==> src/hw/rtl/radio_telegram_packet_parser_defines.svh <==
// ----------------------------------------------------------------------------
// Radio telegram packet parser assertion macros
// Shared concurrent assertion forms, clocked on clk and disabled in reset.
// ----------------------------------------------------------------------------
`ifndef RADIO_TELEGRAM_PACKET_PARSER_DEFINES_SVH
`define RADIO_TELEGRAM_PACKET_PARSER_DEFINES_SVH

// check cons in the same cycle as ante
`define RTPP_ASSERT_NOW(label, ante, cons, msg) \
    label: assert property (@(posedge clk) disable iff (!rst_n) (ante) |-> (cons)) \
        else $error(msg);

// check cons in the cycle after ante
`define RTPP_ASSERT_NEXT(label, ante, cons, msg) \
    label: assert property (@(posedge clk) disable iff (!rst_n) (ante) |=> (cons)) \
        else $error(msg);

`endif

==> src/hw/rtl/rtpp_pkg.sv <==
// ----------------------------------------------------------------------------
// Radio telegram packet parser package
// Telegram type codes, address control codes and reset constants.
// ----------------------------------------------------------------------------
`default_nettype none

package rtpp_pkg;

    localparam logic [3:0] TYPE_RPS = 4'h0;
    localparam logic [3:0] TYPE_1BS = 4'h1;
    localparam logic [3:0] TYPE_4BS = 4'h2;
    localparam logic [3:0] TYPE_VLD = 4'h4;
    localparam logic [3:0] TYPE_EXT = 4'hF;

    localparam logic [2:0] AC_ID24   = 3'h0;
    localparam logic [2:0] AC_ID32_D = 3'h2;
    localparam logic [2:0] AC_ID48   = 3'h3;

    localparam logic [7:0] SYNC_RESET = 8'h55;

endpackage

`default_nettype wire

==> src/hw/rtl/radio_telegram_packet_parser.sv <==
// ----------------------------------------------------------------------------
// Radio telegram packet parser
// Hunts for the sync byte, walks the serial packet header and radio telegram,
// and emits type, sender id, payload and signal level per kept telegram.
// ----------------------------------------------------------------------------
//  channel | handshake              | payload
//  --------+------------------------+---------------------------------------
//  input   | in_valid / in_stall    | rx_byte
//  output  | out_valid / out_stall  | telegram_type, sender_id, payload_word,
//          |                        | payload_bytes, rssi_dbm
//  config  | cfg_we                 | cfg_wdata (sync value)
//
//  One byte per cycle unless stalled; each byte is one parse state transition.
//  The output register takes a result in the cycle after the final byte.
//  in_stall is high only while the final byte is due and a result waits stalled.
//  Reset returns to sync hunt with all stores cleared; no clearing pass.
// ----------------------------------------------------------------------------
`default_nettype none

`include "radio_telegram_packet_parser_defines.svh"

module radio_telegram_packet_parser (
    input  wire logic        clk,
    input  wire logic        rst_n,
    input  wire logic        cfg_we,
    input  wire logic [7:0]  cfg_wdata,
    input  wire logic        in_valid,
    output logic             in_stall,
    input  wire logic [7:0]  rx_byte,
    output logic             out_valid,
    input  wire logic        out_stall,
    output logic [3:0]       telegram_type,
    output logic [31:0]      sender_id,
    output logic [31:0]      payload_word,
    output logic [2:0]       payload_bytes,
    output logic [7:0]       rssi_dbm
);

    typedef enum logic [4:0] {
        ST_SYNC, ST_LEN_HI, ST_LEN_LO, ST_OPT_LEN, ST_PKT_TYPE, ST_HDR_CRC,
        ST_HEADER, ST_EXT_HDR, ST_EXT_TYPE,
        ST_ID_1, ST_ID_2, ST_ID_3, ST_ID_4, ST_ID_5, ST_ID_6,
        ST_DST_1, ST_DST_2, ST_DST_3, ST_DST_4,
        ST_PAY_1, ST_PAY_2, ST_PAY_3, ST_PAY_4,
        ST_OPTIONAL, ST_CRC, ST_SUBTEL, ST_DBM, ST_FINAL
    } state_t;

    state_t      state_reg, state_next;
    logic [7:0]  sync_reg;
    logic [7:0]  len_hi_reg, len_hi_next;
    logic [15:0] rem_reg, rem_next;
    logic [7:0]  hdr_reg, hdr_next;
    logic [7:0]  ext_reg, ext_next;
    logic [3:0]  opt_reg, opt_next;
    logic [31:0] sender_reg, sender_next;
    logic [31:0] payload_reg, payload_next;
    logic [2:0]  count_reg, count_next;
    logic [7:0]  signal_reg, signal_next;

    logic        out_valid_reg, out_valid_next;
    logic [3:0]  out_type_reg, out_type_next;
    logic [31:0] out_sender_reg, out_sender_next;
    logic [31:0] out_payload_reg, out_payload_next;
    logic [2:0]  out_count_reg, out_count_next;
    logic [7:0]  out_rssi_reg, out_rssi_next;

    logic        accept;
    logic [3:0]  kind;
    logic        in_len_span;
    logic [15:0] rem_dec;
    logic [3:0]  opt_sel;
    logic [3:0]  opt_dec;
    logic        vld_end;
    state_t      end_state;

    function automatic state_t id_start(input logic [7:0] hb);
        priority if (hb[7:5] == rtpp_pkg::AC_ID24) return ST_ID_4;
        else if (hb[7:5] == rtpp_pkg::AC_ID48)     return ST_ID_1;
        else                                       return ST_ID_3;
    endfunction

    assign in_stall = out_valid_reg && out_stall && (state_reg == ST_FINAL);
    assign accept   = in_valid && !in_stall;

    assign kind        = hdr_reg[3:0];
    assign in_len_span = (state_reg >= ST_HEADER) && (state_reg <= ST_PAY_4);
    assign rem_dec     = in_len_span ? (rem_reg - 16'd1) : rem_reg;
    assign opt_sel     = (state_reg == ST_PAY_1) ? ext_reg[3:0] : opt_reg;
    assign opt_dec     = opt_reg - 4'd1;
    assign vld_end     = (kind == rtpp_pkg::TYPE_VLD)
                         && (rem_dec == ({12'd0, opt_sel} + 16'd1));
    assign end_state   = (opt_sel != 4'd0) ? ST_OPTIONAL : ST_CRC;

    always_comb
    begin
        state_next       = state_reg;
        len_hi_next      = len_hi_reg;
        rem_next         = rem_reg;
        hdr_next         = hdr_reg;
        ext_next         = ext_reg;
        opt_next         = opt_reg;
        sender_next      = sender_reg;
        payload_next     = payload_reg;
        count_next       = count_reg;
        signal_next      = signal_reg;
        out_valid_next   = out_valid_reg && out_stall;
        out_type_next    = out_type_reg;
        out_sender_next  = out_sender_reg;
        out_payload_next = out_payload_reg;
        out_count_next   = out_count_reg;
        out_rssi_next    = out_rssi_reg;

        if (accept)
        begin
            rem_next = rem_dec;
            unique case (state_reg)
                ST_SYNC:
                begin
                    state_next = (rx_byte == sync_reg) ? ST_LEN_HI : ST_SYNC;
                end
                ST_LEN_HI:
                begin
                    len_hi_next = rx_byte;
                    state_next  = ST_LEN_LO;
                end
                ST_LEN_LO:
                begin
                    rem_next   = {len_hi_reg, rx_byte};
                    state_next = ST_OPT_LEN;
                end
                ST_OPT_LEN:  state_next = ST_PKT_TYPE;
                ST_PKT_TYPE: state_next = ST_HDR_CRC;
                ST_HDR_CRC:  state_next = ST_HEADER;
                ST_HEADER:
                begin
                    hdr_next = rx_byte;
                    priority if (rx_byte[4])                      state_next = ST_EXT_HDR;
                    else if (rx_byte[3:0] == rtpp_pkg::TYPE_EXT)  state_next = ST_EXT_TYPE;
                    else                                          state_next = id_start(rx_byte);
                end
                ST_EXT_HDR:
                begin
                    ext_next   = rx_byte;
                    state_next = (kind == rtpp_pkg::TYPE_EXT) ? ST_EXT_TYPE : id_start(hdr_reg);
                end
                ST_EXT_TYPE: state_next = id_start(hdr_reg);
                ST_ID_1:     state_next = ST_ID_2;
                ST_ID_2:     state_next = ST_ID_3;
                ST_ID_3:
                begin
                    sender_next[31:24] = rx_byte;
                    state_next         = ST_ID_4;
                end
                ST_ID_4:
                begin
                    sender_next[23:16] = rx_byte;
                    state_next         = ST_ID_5;
                end
                ST_ID_5:
                begin
                    sender_next[15:8] = rx_byte;
                    state_next        = ST_ID_6;
                end
                ST_ID_6:
                begin
                    sender_next[7:0] = rx_byte;
                    state_next = (hdr_reg[7:5] == rtpp_pkg::AC_ID32_D) ? ST_DST_1 : ST_PAY_1;
                end
                ST_DST_1: state_next = ST_DST_2;
                ST_DST_2: state_next = ST_DST_3;
                ST_DST_3: state_next = ST_DST_4;
                ST_DST_4: state_next = ST_PAY_1;
                ST_PAY_1:
                begin
                    payload_next[31:24] = rx_byte;
                    opt_next            = opt_sel;
                    if (kind == rtpp_pkg::TYPE_RPS || kind == rtpp_pkg::TYPE_1BS || vld_end)
                    begin
                        count_next = 3'd1;
                        state_next = end_state;
                    end
                    else
                    begin
                        state_next = ST_PAY_2;
                    end
                end
                ST_PAY_2:
                begin
                    payload_next[23:16] = rx_byte;
                    if (vld_end)
                    begin
                        count_next = 3'd2;
                        state_next = end_state;
                    end
                    else
                    begin
                        state_next = ST_PAY_3;
                    end
                end
                ST_PAY_3:
                begin
                    payload_next[15:8] = rx_byte;
                    if (vld_end)
                    begin
                        count_next = 3'd3;
                        state_next = end_state;
                    end
                    else
                    begin
                        state_next = ST_PAY_4;
                    end
                end
                ST_PAY_4:
                begin
                    if (kind == rtpp_pkg::TYPE_4BS || vld_end)
                    begin
                        payload_next[7:0] = rx_byte;
                        count_next        = 3'd4;
                        state_next        = end_state;
                    end
                    else
                    begin
                        // drop the telegram
                        ext_next     = 8'd0;
                        sender_next  = 32'd0;
                        payload_next = 32'd0;
                        count_next   = 3'd0;
                        signal_next  = 8'd0;
                        state_next   = ST_SYNC;
                    end
                end
                ST_OPTIONAL:
                begin
                    opt_next   = opt_dec;
                    state_next = (opt_dec != 4'd0) ? ST_OPTIONAL : ST_CRC;
                end
                ST_CRC:    state_next = ST_SUBTEL;
                ST_SUBTEL: state_next = ST_DBM;
                ST_DBM:
                begin
                    signal_next = rx_byte;
                    state_next  = ST_FINAL;
                end
                ST_FINAL:
                begin
                    out_valid_next   = 1'b1;
                    out_type_next    = kind;
                    out_sender_next  = sender_reg;
                    out_payload_next = payload_reg;
                    out_count_next   = count_reg;
                    out_rssi_next    = signal_reg;
                    ext_next         = 8'd0;
                    sender_next      = 32'd0;
                    payload_next     = 32'd0;
                    count_next       = 3'd0;
                    signal_next      = 8'd0;
                    state_next       = ST_SYNC;
                end
                default:
                begin
                    state_next = ST_SYNC;
                end
            endcase
        end
    end

    always_ff @(posedge clk or negedge rst_n)
    begin
        if (!rst_n)
        begin
            state_reg       <= ST_SYNC;
            sync_reg        <= rtpp_pkg::SYNC_RESET;
            len_hi_reg      <= 8'd0;
            rem_reg         <= 16'd0;
            hdr_reg         <= 8'd0;
            ext_reg         <= 8'd0;
            opt_reg         <= 4'd0;
            sender_reg      <= 32'd0;
            payload_reg     <= 32'd0;
            count_reg       <= 3'd0;
            signal_reg      <= 8'd0;
            out_valid_reg   <= 1'b0;
            out_type_reg    <= 4'd0;
            out_sender_reg  <= 32'd0;
            out_payload_reg <= 32'd0;
            out_count_reg   <= 3'd0;
            out_rssi_reg    <= 8'd0;
        end
        else
        begin
            state_reg       <= state_next;
            if (cfg_we)
            begin
                sync_reg <= cfg_wdata;
            end
            len_hi_reg      <= len_hi_next;
            rem_reg         <= rem_next;
            hdr_reg         <= hdr_next;
            ext_reg         <= ext_next;
            opt_reg         <= opt_next;
            sender_reg      <= sender_next;
            payload_reg     <= payload_next;
            count_reg       <= count_next;
            signal_reg      <= signal_next;
            out_valid_reg   <= out_valid_next;
            out_type_reg    <= out_type_next;
            out_sender_reg  <= out_sender_next;
            out_payload_reg <= out_payload_next;
            out_count_reg   <= out_count_next;
            out_rssi_reg    <= out_rssi_next;
        end
    end

    assign out_valid     = out_valid_reg;
    assign telegram_type = out_type_reg;
    assign sender_id     = out_sender_reg;
    assign payload_word  = out_payload_reg;
    assign payload_bytes = out_count_reg;
    assign rssi_dbm      = out_rssi_reg;

    `RTPP_ASSERT_NEXT(a_final_emits, accept && (state_reg == ST_FINAL),
        out_valid_reg && (state_reg == ST_SYNC), "final byte did not emit a transaction")
    `RTPP_ASSERT_NEXT(a_final_clears, accept && (state_reg == ST_FINAL),
        (sender_reg == 32'd0) && (payload_reg == 32'd0) && (count_reg == 3'd0),
        "stores not cleared after final byte")
    `RTPP_ASSERT_NOW(a_count_range, out_valid_reg,
        (out_count_reg != 3'd0) && (out_count_reg <= 3'd4), "payload byte count out of range")
    `RTPP_ASSERT_NOW(a_opt_nonzero, state_reg == ST_OPTIONAL,
        opt_reg != 4'd0, "optional byte count is zero in optional state")

endmodule

`default_nettype wire

==> config.mk <==
export PLATFORM = sky130hd
export DESIGN_NAME = radio_telegram_packet_parser
export DESIGN_NICKNAME = d
export VERILOG_FILES = /design/src/hw/rtl/rtpp_pkg.sv /design/src/hw/rtl/radio_telegram_packet_parser.sv
export VERILOG_INCLUDE_DIRS = /design/src /design/src/hw/rtl
export SDC_FILE = /design/constraint.sdc
export NUM_CORES = 1
export LEC_CHECK = 0
export ABC_CLOCK_PERIOD_IN_PS = 3800
export BUFFER_PORTS_ARGS = -buffer_cell sky130_fd_sc_hd__buf_2
export CAP_MARGIN = 10
export CORE_UTILIZATION = 45
export CTS_CLUSTER_SIZE = 24
export DETAILED_ROUTE_END_ITERATION = 7
export SLEW_MARGIN = 40
export SYNTH_ARGS = -nofsm -noshare
export SYNTH_HDL_FRONTEND = slang
export SYNTH_SLANG_ARGS = --single-unit
==> constraint.sdc <==
create_clock -name clk -period 3.8 [get_ports clk]
set_clock_uncertainty 0.05 [all_clocks]
set_input_delay 0.19 -clock clk [delete_from_list [all_inputs] [get_ports clk]]
set_output_delay 0.19 -clock clk [all_outputs]
set_load 0.05 [all_outputs]
==> metrics, run 1 <==
fin cells=1,222; Setup Viol. Count Final=0; DRC viols=0; syn avg cell area=11.71 um^2; setup TNS=0 ps; DIE AREA=0.02176 mm^2; vias=6,799; Cells after Synth=814; vias in the first global route=6,695; DR WL/cell=18.63 um; maxcap violations=0; Critical Path AT=3920 ps; most frequent cells in the layout=dfrtp_1 (203), mux2_2 (129), buf_2 (100); CP endpoint kind=register; Yosys reg bits=207; die width=147.5 um; initial antenna violation count=0; I/O pin total=102; IO Port Bufs=101; Crit-path slowest cell=dfrtp_1; Via density=5.564; Congestion Overflow GR=0; share of post-route cells with drive strength above 1=35.29%; cells on worst reg2reg path=14; WL final=22.77 mm; clk_lat worst skew=520 ps; Detailed Place HPWL=15.39 mm; Power per Cell Area=614.3 mW/mm^2; nets=961; Syn Nets=840; Finished Core Util=55.69%; Root Buffer Master=clkbuf_16; post-route cell area=0.01141 mm^2; initial core utilization=46.49%; DIE HEIGHT=147.5 um; post-synth top area share=53.32%; final max-slew violation count=0; highest clock rate=280.4 MHz; CTS buffer count=23; placed insts=1,164; worst hold path depth=2; All-Layer GR Usage=21.42%; Max transition margin=55.48%; worst hold margin=17.51 ps; CTS tree=done; asr flop ratio synth=100.0%; largest net degree at the start of global routing=111; fin crit period=3566 ps; Critical Path Fanout Max=8; Min-Delay Path Class=input port to register; Syn. warnings=0; EDFF count, synth=0; top cells by area, synth=dfrtp_1 (53%), mux2_2 (15%), a22o_1 (2.8%), a21oi_1 (2.5%), o21ai_0 (2.4%); Post-Syn Area=0.009528 mm^2; first-pass GRT wire length=36.86 mm; RSZ-0062 raised after global routing=false; Levels on crit path=14; Core Area=0.02049 mm^2; Peak VDD IR=0.3330 mV; Leak=5.631 nW; Area growth syn-to-layout=19.79%; predominant post-synthesis flop cell=dfrtp_1; CP Launch Type=register; htree depth=1; Required @ worst endpoint=4150 ps; Post-Place Cell Area=0.01041 mm^2; initial DRC count=404; sequential-to-total area share from yosys stat=54.42%; Final Hold Vio Count=0; clock buffer depth=3; CTS clock-pin slew for the worst setup and hold paths=60 ps; # diodes=0; CP delay by family, top=compound AO/OA/AOI/OAI gates; DR pass1 iterations=5; synth unique cells=66; clock net sink count=207; critical-path cell list=nand4b_1 -> nor2_4 -> nor2_1 -> a21o_1 -> ha_1 -> xnor2_2 -> a31o_2 -> o221ai_1 -> a22oi_1 -> o211ai_1 -> nor4_4 -> o21a_4 -> nor2_2 -> mux2_2; # rows=52; area leader, netlist=dfrtp_1; outcome=completed; Crit Path Class=register to register; GP Congestion=0.9527; WP buf/inv=0; part of the cycle the worst path needs=93.85%; commonest non-fill, non-tap cell in the layout=dfrtp_1; Worst-Margin Slew=662.7 ps; Worst path max stage delay=400 ps; Routed Antenna Nets=0
final cells by class:
class,instances,area (um^2)
Clock buffer,32,659.4
Multi-Input combinational cell,538,4098
Clock inverter,10,137.6
Timing Repair Buffer,143,913.4
Inverter,22,82.58
Sequential cell,207,5185
Fill cell,1785,9081
Tap cell,270,337.8
report_power, final:
part | leakage [nW] | internal [mW] | switching (mW)
Sequential | 2.73 | 2.67 | 0.407
Combinational | 2.51 | 0.750 | 0.879
Clock | 0.388 | 1.42 | 0.886
stage by stage:
step,setup slack [ps],total power [mW]
3_5_place_dp,92.85,4.705
2_1_floorplan,306.5,4.245
5_1_grt,18.71,7.403
3_3_place_gp,232.5,4.665
6_report,233.7,7.011
4_1_cts,51.32,7.051
metal layers:
layer	vias up	share of wire, %	GRT usage [%]
met5	-	0	0
met2	184	44	32.81
li1	3201	-	-
met4	0	1.8	5.103
met3	32	5.0	3.302
met1	3382	49	31.93
worst paths after layout:
path	start	end	slack (ps)
min in group asynchronous	rst_n	payload_word[2]$_DFFE_PN0P_	190
min reg2reg	count_reg[2]$_DFFE_PN0P_	count_reg[2]$_DFFE_PN0P_	430
max	state_reg[3]$_DFFE_PN0P_	sender_reg[13]$_DFFE_PN0P_	230
max reg2reg	state_reg[3]$_DFFE_PN0P_	sender_reg[13]$_DFFE_PN0P_	230
min	cfg_we	sync_reg[3]$_DFFE_PN0P_	20
max in group asynchronous	rst_n	sync_reg[0]$_DFFE_PN1P_	2520
kinds of logic (layout without fill, tap and decap cells):
group	Yosys count	count (layout)	share of synthesized area, %
compound gates	176	176	12.11
xor+xnor	20	20	1.983
fa+ha+maj	5	5	0.6566
buf+inv	69	207	3.099
flops	207	207	54.42
mux	143	143	17.08
simple gates	194	194	10.65
repair_timing:
action	CTS	global route
setup buffers	0	2
hold buffers	14	0
endpoints found under the setup margin	0	58
endpoints found under the hold margin	115	0
resized for setup	0	6
cells in the mapped netlist (3+ instances only):
cell and count:
a211o_1 3, a211oi_1 3, a21o_1 6, a21oi_1 48, a22o_1 31, a31oi_1 4, and2_1 6, and3_1 4
buf_1 4, buf_6 4, clkbuf_1 36, dfrtp_1 203, dfstp_2 4, ha_1 5, inv_1 21, mux2_2 129
mux2_4 7, mux2i_1 7, nand2_1 53, nand2b_1 9, nand3_1 17, nand4_1 9, nor2_1 45, nor2_2 3
nor2b_1 3, nor3_1 16, nor3_4 3, nor4_1 9, o21ai_0 45, o21ai_1 3, o22ai_1 5, o2bb2ai_1 4
or2_2 3, xnor2_1 8, xor2_1 11
Note: power is estimated with default switching activity, not from simulation.
==> run 2: changes to the inputs <==
--- a/config.mk
+++ b/config.mk
@@ -9,7 +9,7 @@
 export ABC_CLOCK_PERIOD_IN_PS = 3800
 export BUFFER_PORTS_ARGS = -buffer_cell sky130_fd_sc_hd__buf_2
 export CAP_MARGIN = 10
-export CORE_UTILIZATION = 45
+export CORE_UTILIZATION = 41
 export CTS_CLUSTER_SIZE = 24
 export DETAILED_ROUTE_END_ITERATION = 7
 export SLEW_MARGIN = 40
==> metrics, run 2 (synthesis gave the netlist of run 1 again) <==
outcome=completed (unchanged); Peak VDD IR=0.4395 mV (was 0.3330 mV); Root Buffer Master=clkbuf_16 (unchanged); commonest non-fill, non-tap cell in the layout=dfrtp_1 (unchanged); clock net sink count=207 (unchanged); fin crit period=3569 ps (was 3566 ps); Worst Setup SP=state_reg[3]$_DFFE_PN0P_ (unchanged); Min-Delay Path Class=input port to register (unchanged); CTS clock-pin slew for the worst setup and hold paths=60 ps (about the same); initial DRC count=437 (was 404); # diodes=0 (unchanged); part of the cycle the worst path needs=93.91% (was 93.85%); Leak=5.698 nW (was 5.631 nW); clock buffer depth=3 (unchanged); Final Hold Vio Count=0 (unchanged); Routed Antenna Nets=0 (unchanged); flop-to-flop setup slack=230 ps (about the same); Max transition margin=58.04% (was 55.48%); highest clock rate=280.2 MHz (was 280.4 MHz); Critical Path Fanout Max=8 (unchanged); CP endpoint kind=register (unchanged); first-pass GRT wire length=38.74 mm (was 36.86 mm); CP Launch Type=register (unchanged); cells on worst reg2reg path=14 (unchanged); nets=964 (was 961); placed insts=1,176 (was 1,164); CTS buffer count=24 (was 23); Detailed Place HPWL=15.70 mm (was 15.39 mm); Setup Viol. Count Final=0 (unchanged); fin cells=1,241 (was 1,222); All-Layer GR Usage=20.46% (was 21.42%); share of post-route cells with drive strength above 1=35.67% (was 35.29%); GP Congestion=0.8991 (was 0.9527); DIE HEIGHT=154.4 um (was 147.5 um); htree depth=1 (unchanged); Post-Place Cell Area=0.01040 mm^2 (was 0.01041 mm^2); worst hold margin=25.29 ps (was 17.51 ps); clk_lat worst skew=530 ps (was 520 ps); DIE AREA=0.02385 mm^2 (was 0.02176 mm^2); vias in the first global route=6,846 (was 6,695); Crit Path Class=register to register (unchanged); Area growth syn-to-layout=21.47% (was 19.79%); # rows=55 (was 52); Via density=5.467 (was 5.564); DR WL/cell=18.90 um (was 18.63 um); CP endpoint=payload_reg[28]$_DFFE_PN0P_ (was sender_reg[13]$_DFFE_PN0P_); most frequent cells in the layout=dfrtp_1 (203), mux2_2 (129), buf_2 (100) (unchanged); CTS tree=done (unchanged); largest net degree at the start of global routing=102 (was 111); Power per Cell Area=628.4 mW/mm^2 (was 614.3 mW/mm^2); vias=6,784 (was 6,799); Congestion Overflow GR=0 (unchanged); critical-path cell list=nand4b_1 -> nor2_4 -> nor2_1 -> a21o_1 -> ha_1 -> xnor2_2 -> a31o_2 -> o221ai_1 -> a22oi_1 -> o211ai_1 -> nor4_4 -> o21ai_2 -> and3_1 -> mux2_4 (was nand4b_1 -> nor2_4 -> nor2_1 -> a21o_1 -> ha_1 -> xnor2_2 -> a31o_2 -> o221ai_1 -> a22oi_1 -> o211ai_1 -> nor4_4 -> o21a_4 -> nor2_2 -> mux2_2); WL final=23.46 mm (was 22.77 mm); total power=7.273 mW (was 7.011 mW); die width=154.4 um (was 147.5 um); setup TNS=0 ps (unchanged); final max-slew violation count=0 (unchanged); Crit Reg-Reg Startpoint=state_reg[3]$_DFFE_PN0P_ (unchanged); maxcap violations=0 (unchanged); DRC viols=0 (unchanged); Worst-Margin Slew=625.2 ps (was 662.7 ps); Crit-path slowest cell=and3_1 (was dfrtp_1); initial core utilization=41.96% (was 46.49%); post-route cell area=0.01157 mm^2 (was 0.01141 mm^2); Required @ worst endpoint=4150 ps (about the same); I/O pin total=102 (unchanged); DR pass1 iterations=5 (unchanged); initial antenna violation count=0 (unchanged); Core Area=0.02271 mm^2 (was 0.02049 mm^2); r2r endpoint=payload_reg[28]$_DFFE_PN0P_ (was sender_reg[13]$_DFFE_PN0P_); Worst path max stage delay=530 ps (was 400 ps); IO Port Bufs=101 (unchanged); Critical Path AT=3910 ps (was 3920 ps)
==> run 2: power by group <==
group          switching, mW  total [mW]  internal [mW]
clock                  0.935        2.54           1.60
combinational          0.897        1.65          0.756
sequential             0.411        3.08           2.67
==> run 2: worst min-delay path by stage <==
stage          startpoint                        to  slack, ps  cells past startpoint
2_1_floorplan       rst_n  count_reg[0]$_DFFE_PN0P_       -160                      0
3_3_place_gp        rst_n   sync_reg[5]$_DFFE_PN0P_        290                      1
3_5_place_dp        rst_n   sync_reg[5]$_DFFE_PN0P_        290                      1
4_1_cts            cfg_we   sync_reg[1]$_DFFE_PN0P_          1                      2
5_1_grt            cfg_we   sync_reg[1]$_DFFE_PN0P_         30                      2
6_report           cfg_we   sync_reg[1]$_DFFE_PN0P_         30                      2
==> run 2: what timing repair did <==
action                                  4_1_cts  5_1_grt
setup buffers                                 0        4
hold endpoints to repair                    103        0
hold buffers                                 16        0
gates resized for setup                       0        5
endpoints found under the setup margin        0       72
==> run 2: area by class of cell <==
class	instances	area, um^2
fill	1993	11140
multi-input combinational	538	4100
inverter	22	82.58
clock buffer	29	669.4
tap	285	356.6
sequential	207	5185
clock inverter	15	236.5
timing repair buffer	145	943.4
==> run 2: critical path: cells and delay by family, from the launching register on <==
family | cells | cell delay [ps]
AOI/OAI and AO/OA | 6 | 1070
xor gates and xnor gates | 1 | 160
adders and majority gates | 1 | 240
DFF | 1 | 380
muxes | 1 | 350
and+or+nand+nor | 5 | 1160
==> run 2: through the flow <==
stage | util, % | setup WS [ps]
after floorplan | - | 306.5
after global placement | 45.77 | 162.1
after detailed placement | 45.80 | 105.3
after CTS | 50.49 | 67.83
after global routing | 50.96 | -12.26
final | 50.96 | 231.4
==> run 2: layer usage <==
| layer | routed length (um) | vias up | track usage, % | share of wire [%] |
|---|---|---|---|---|
| li1 | - | 3184 | - | - |
| met1 | 11310 | 3406 | 30.37 | 48 |
| met2 | 10650 | 168 | 31.44 | 45 |
| met3 | 1110 | 26 | 3.418 | 4.7 |
| met4 | 385 | 0 | 4.290 | 1.6 |
| met5 | 0 | - | 0 | 0 |
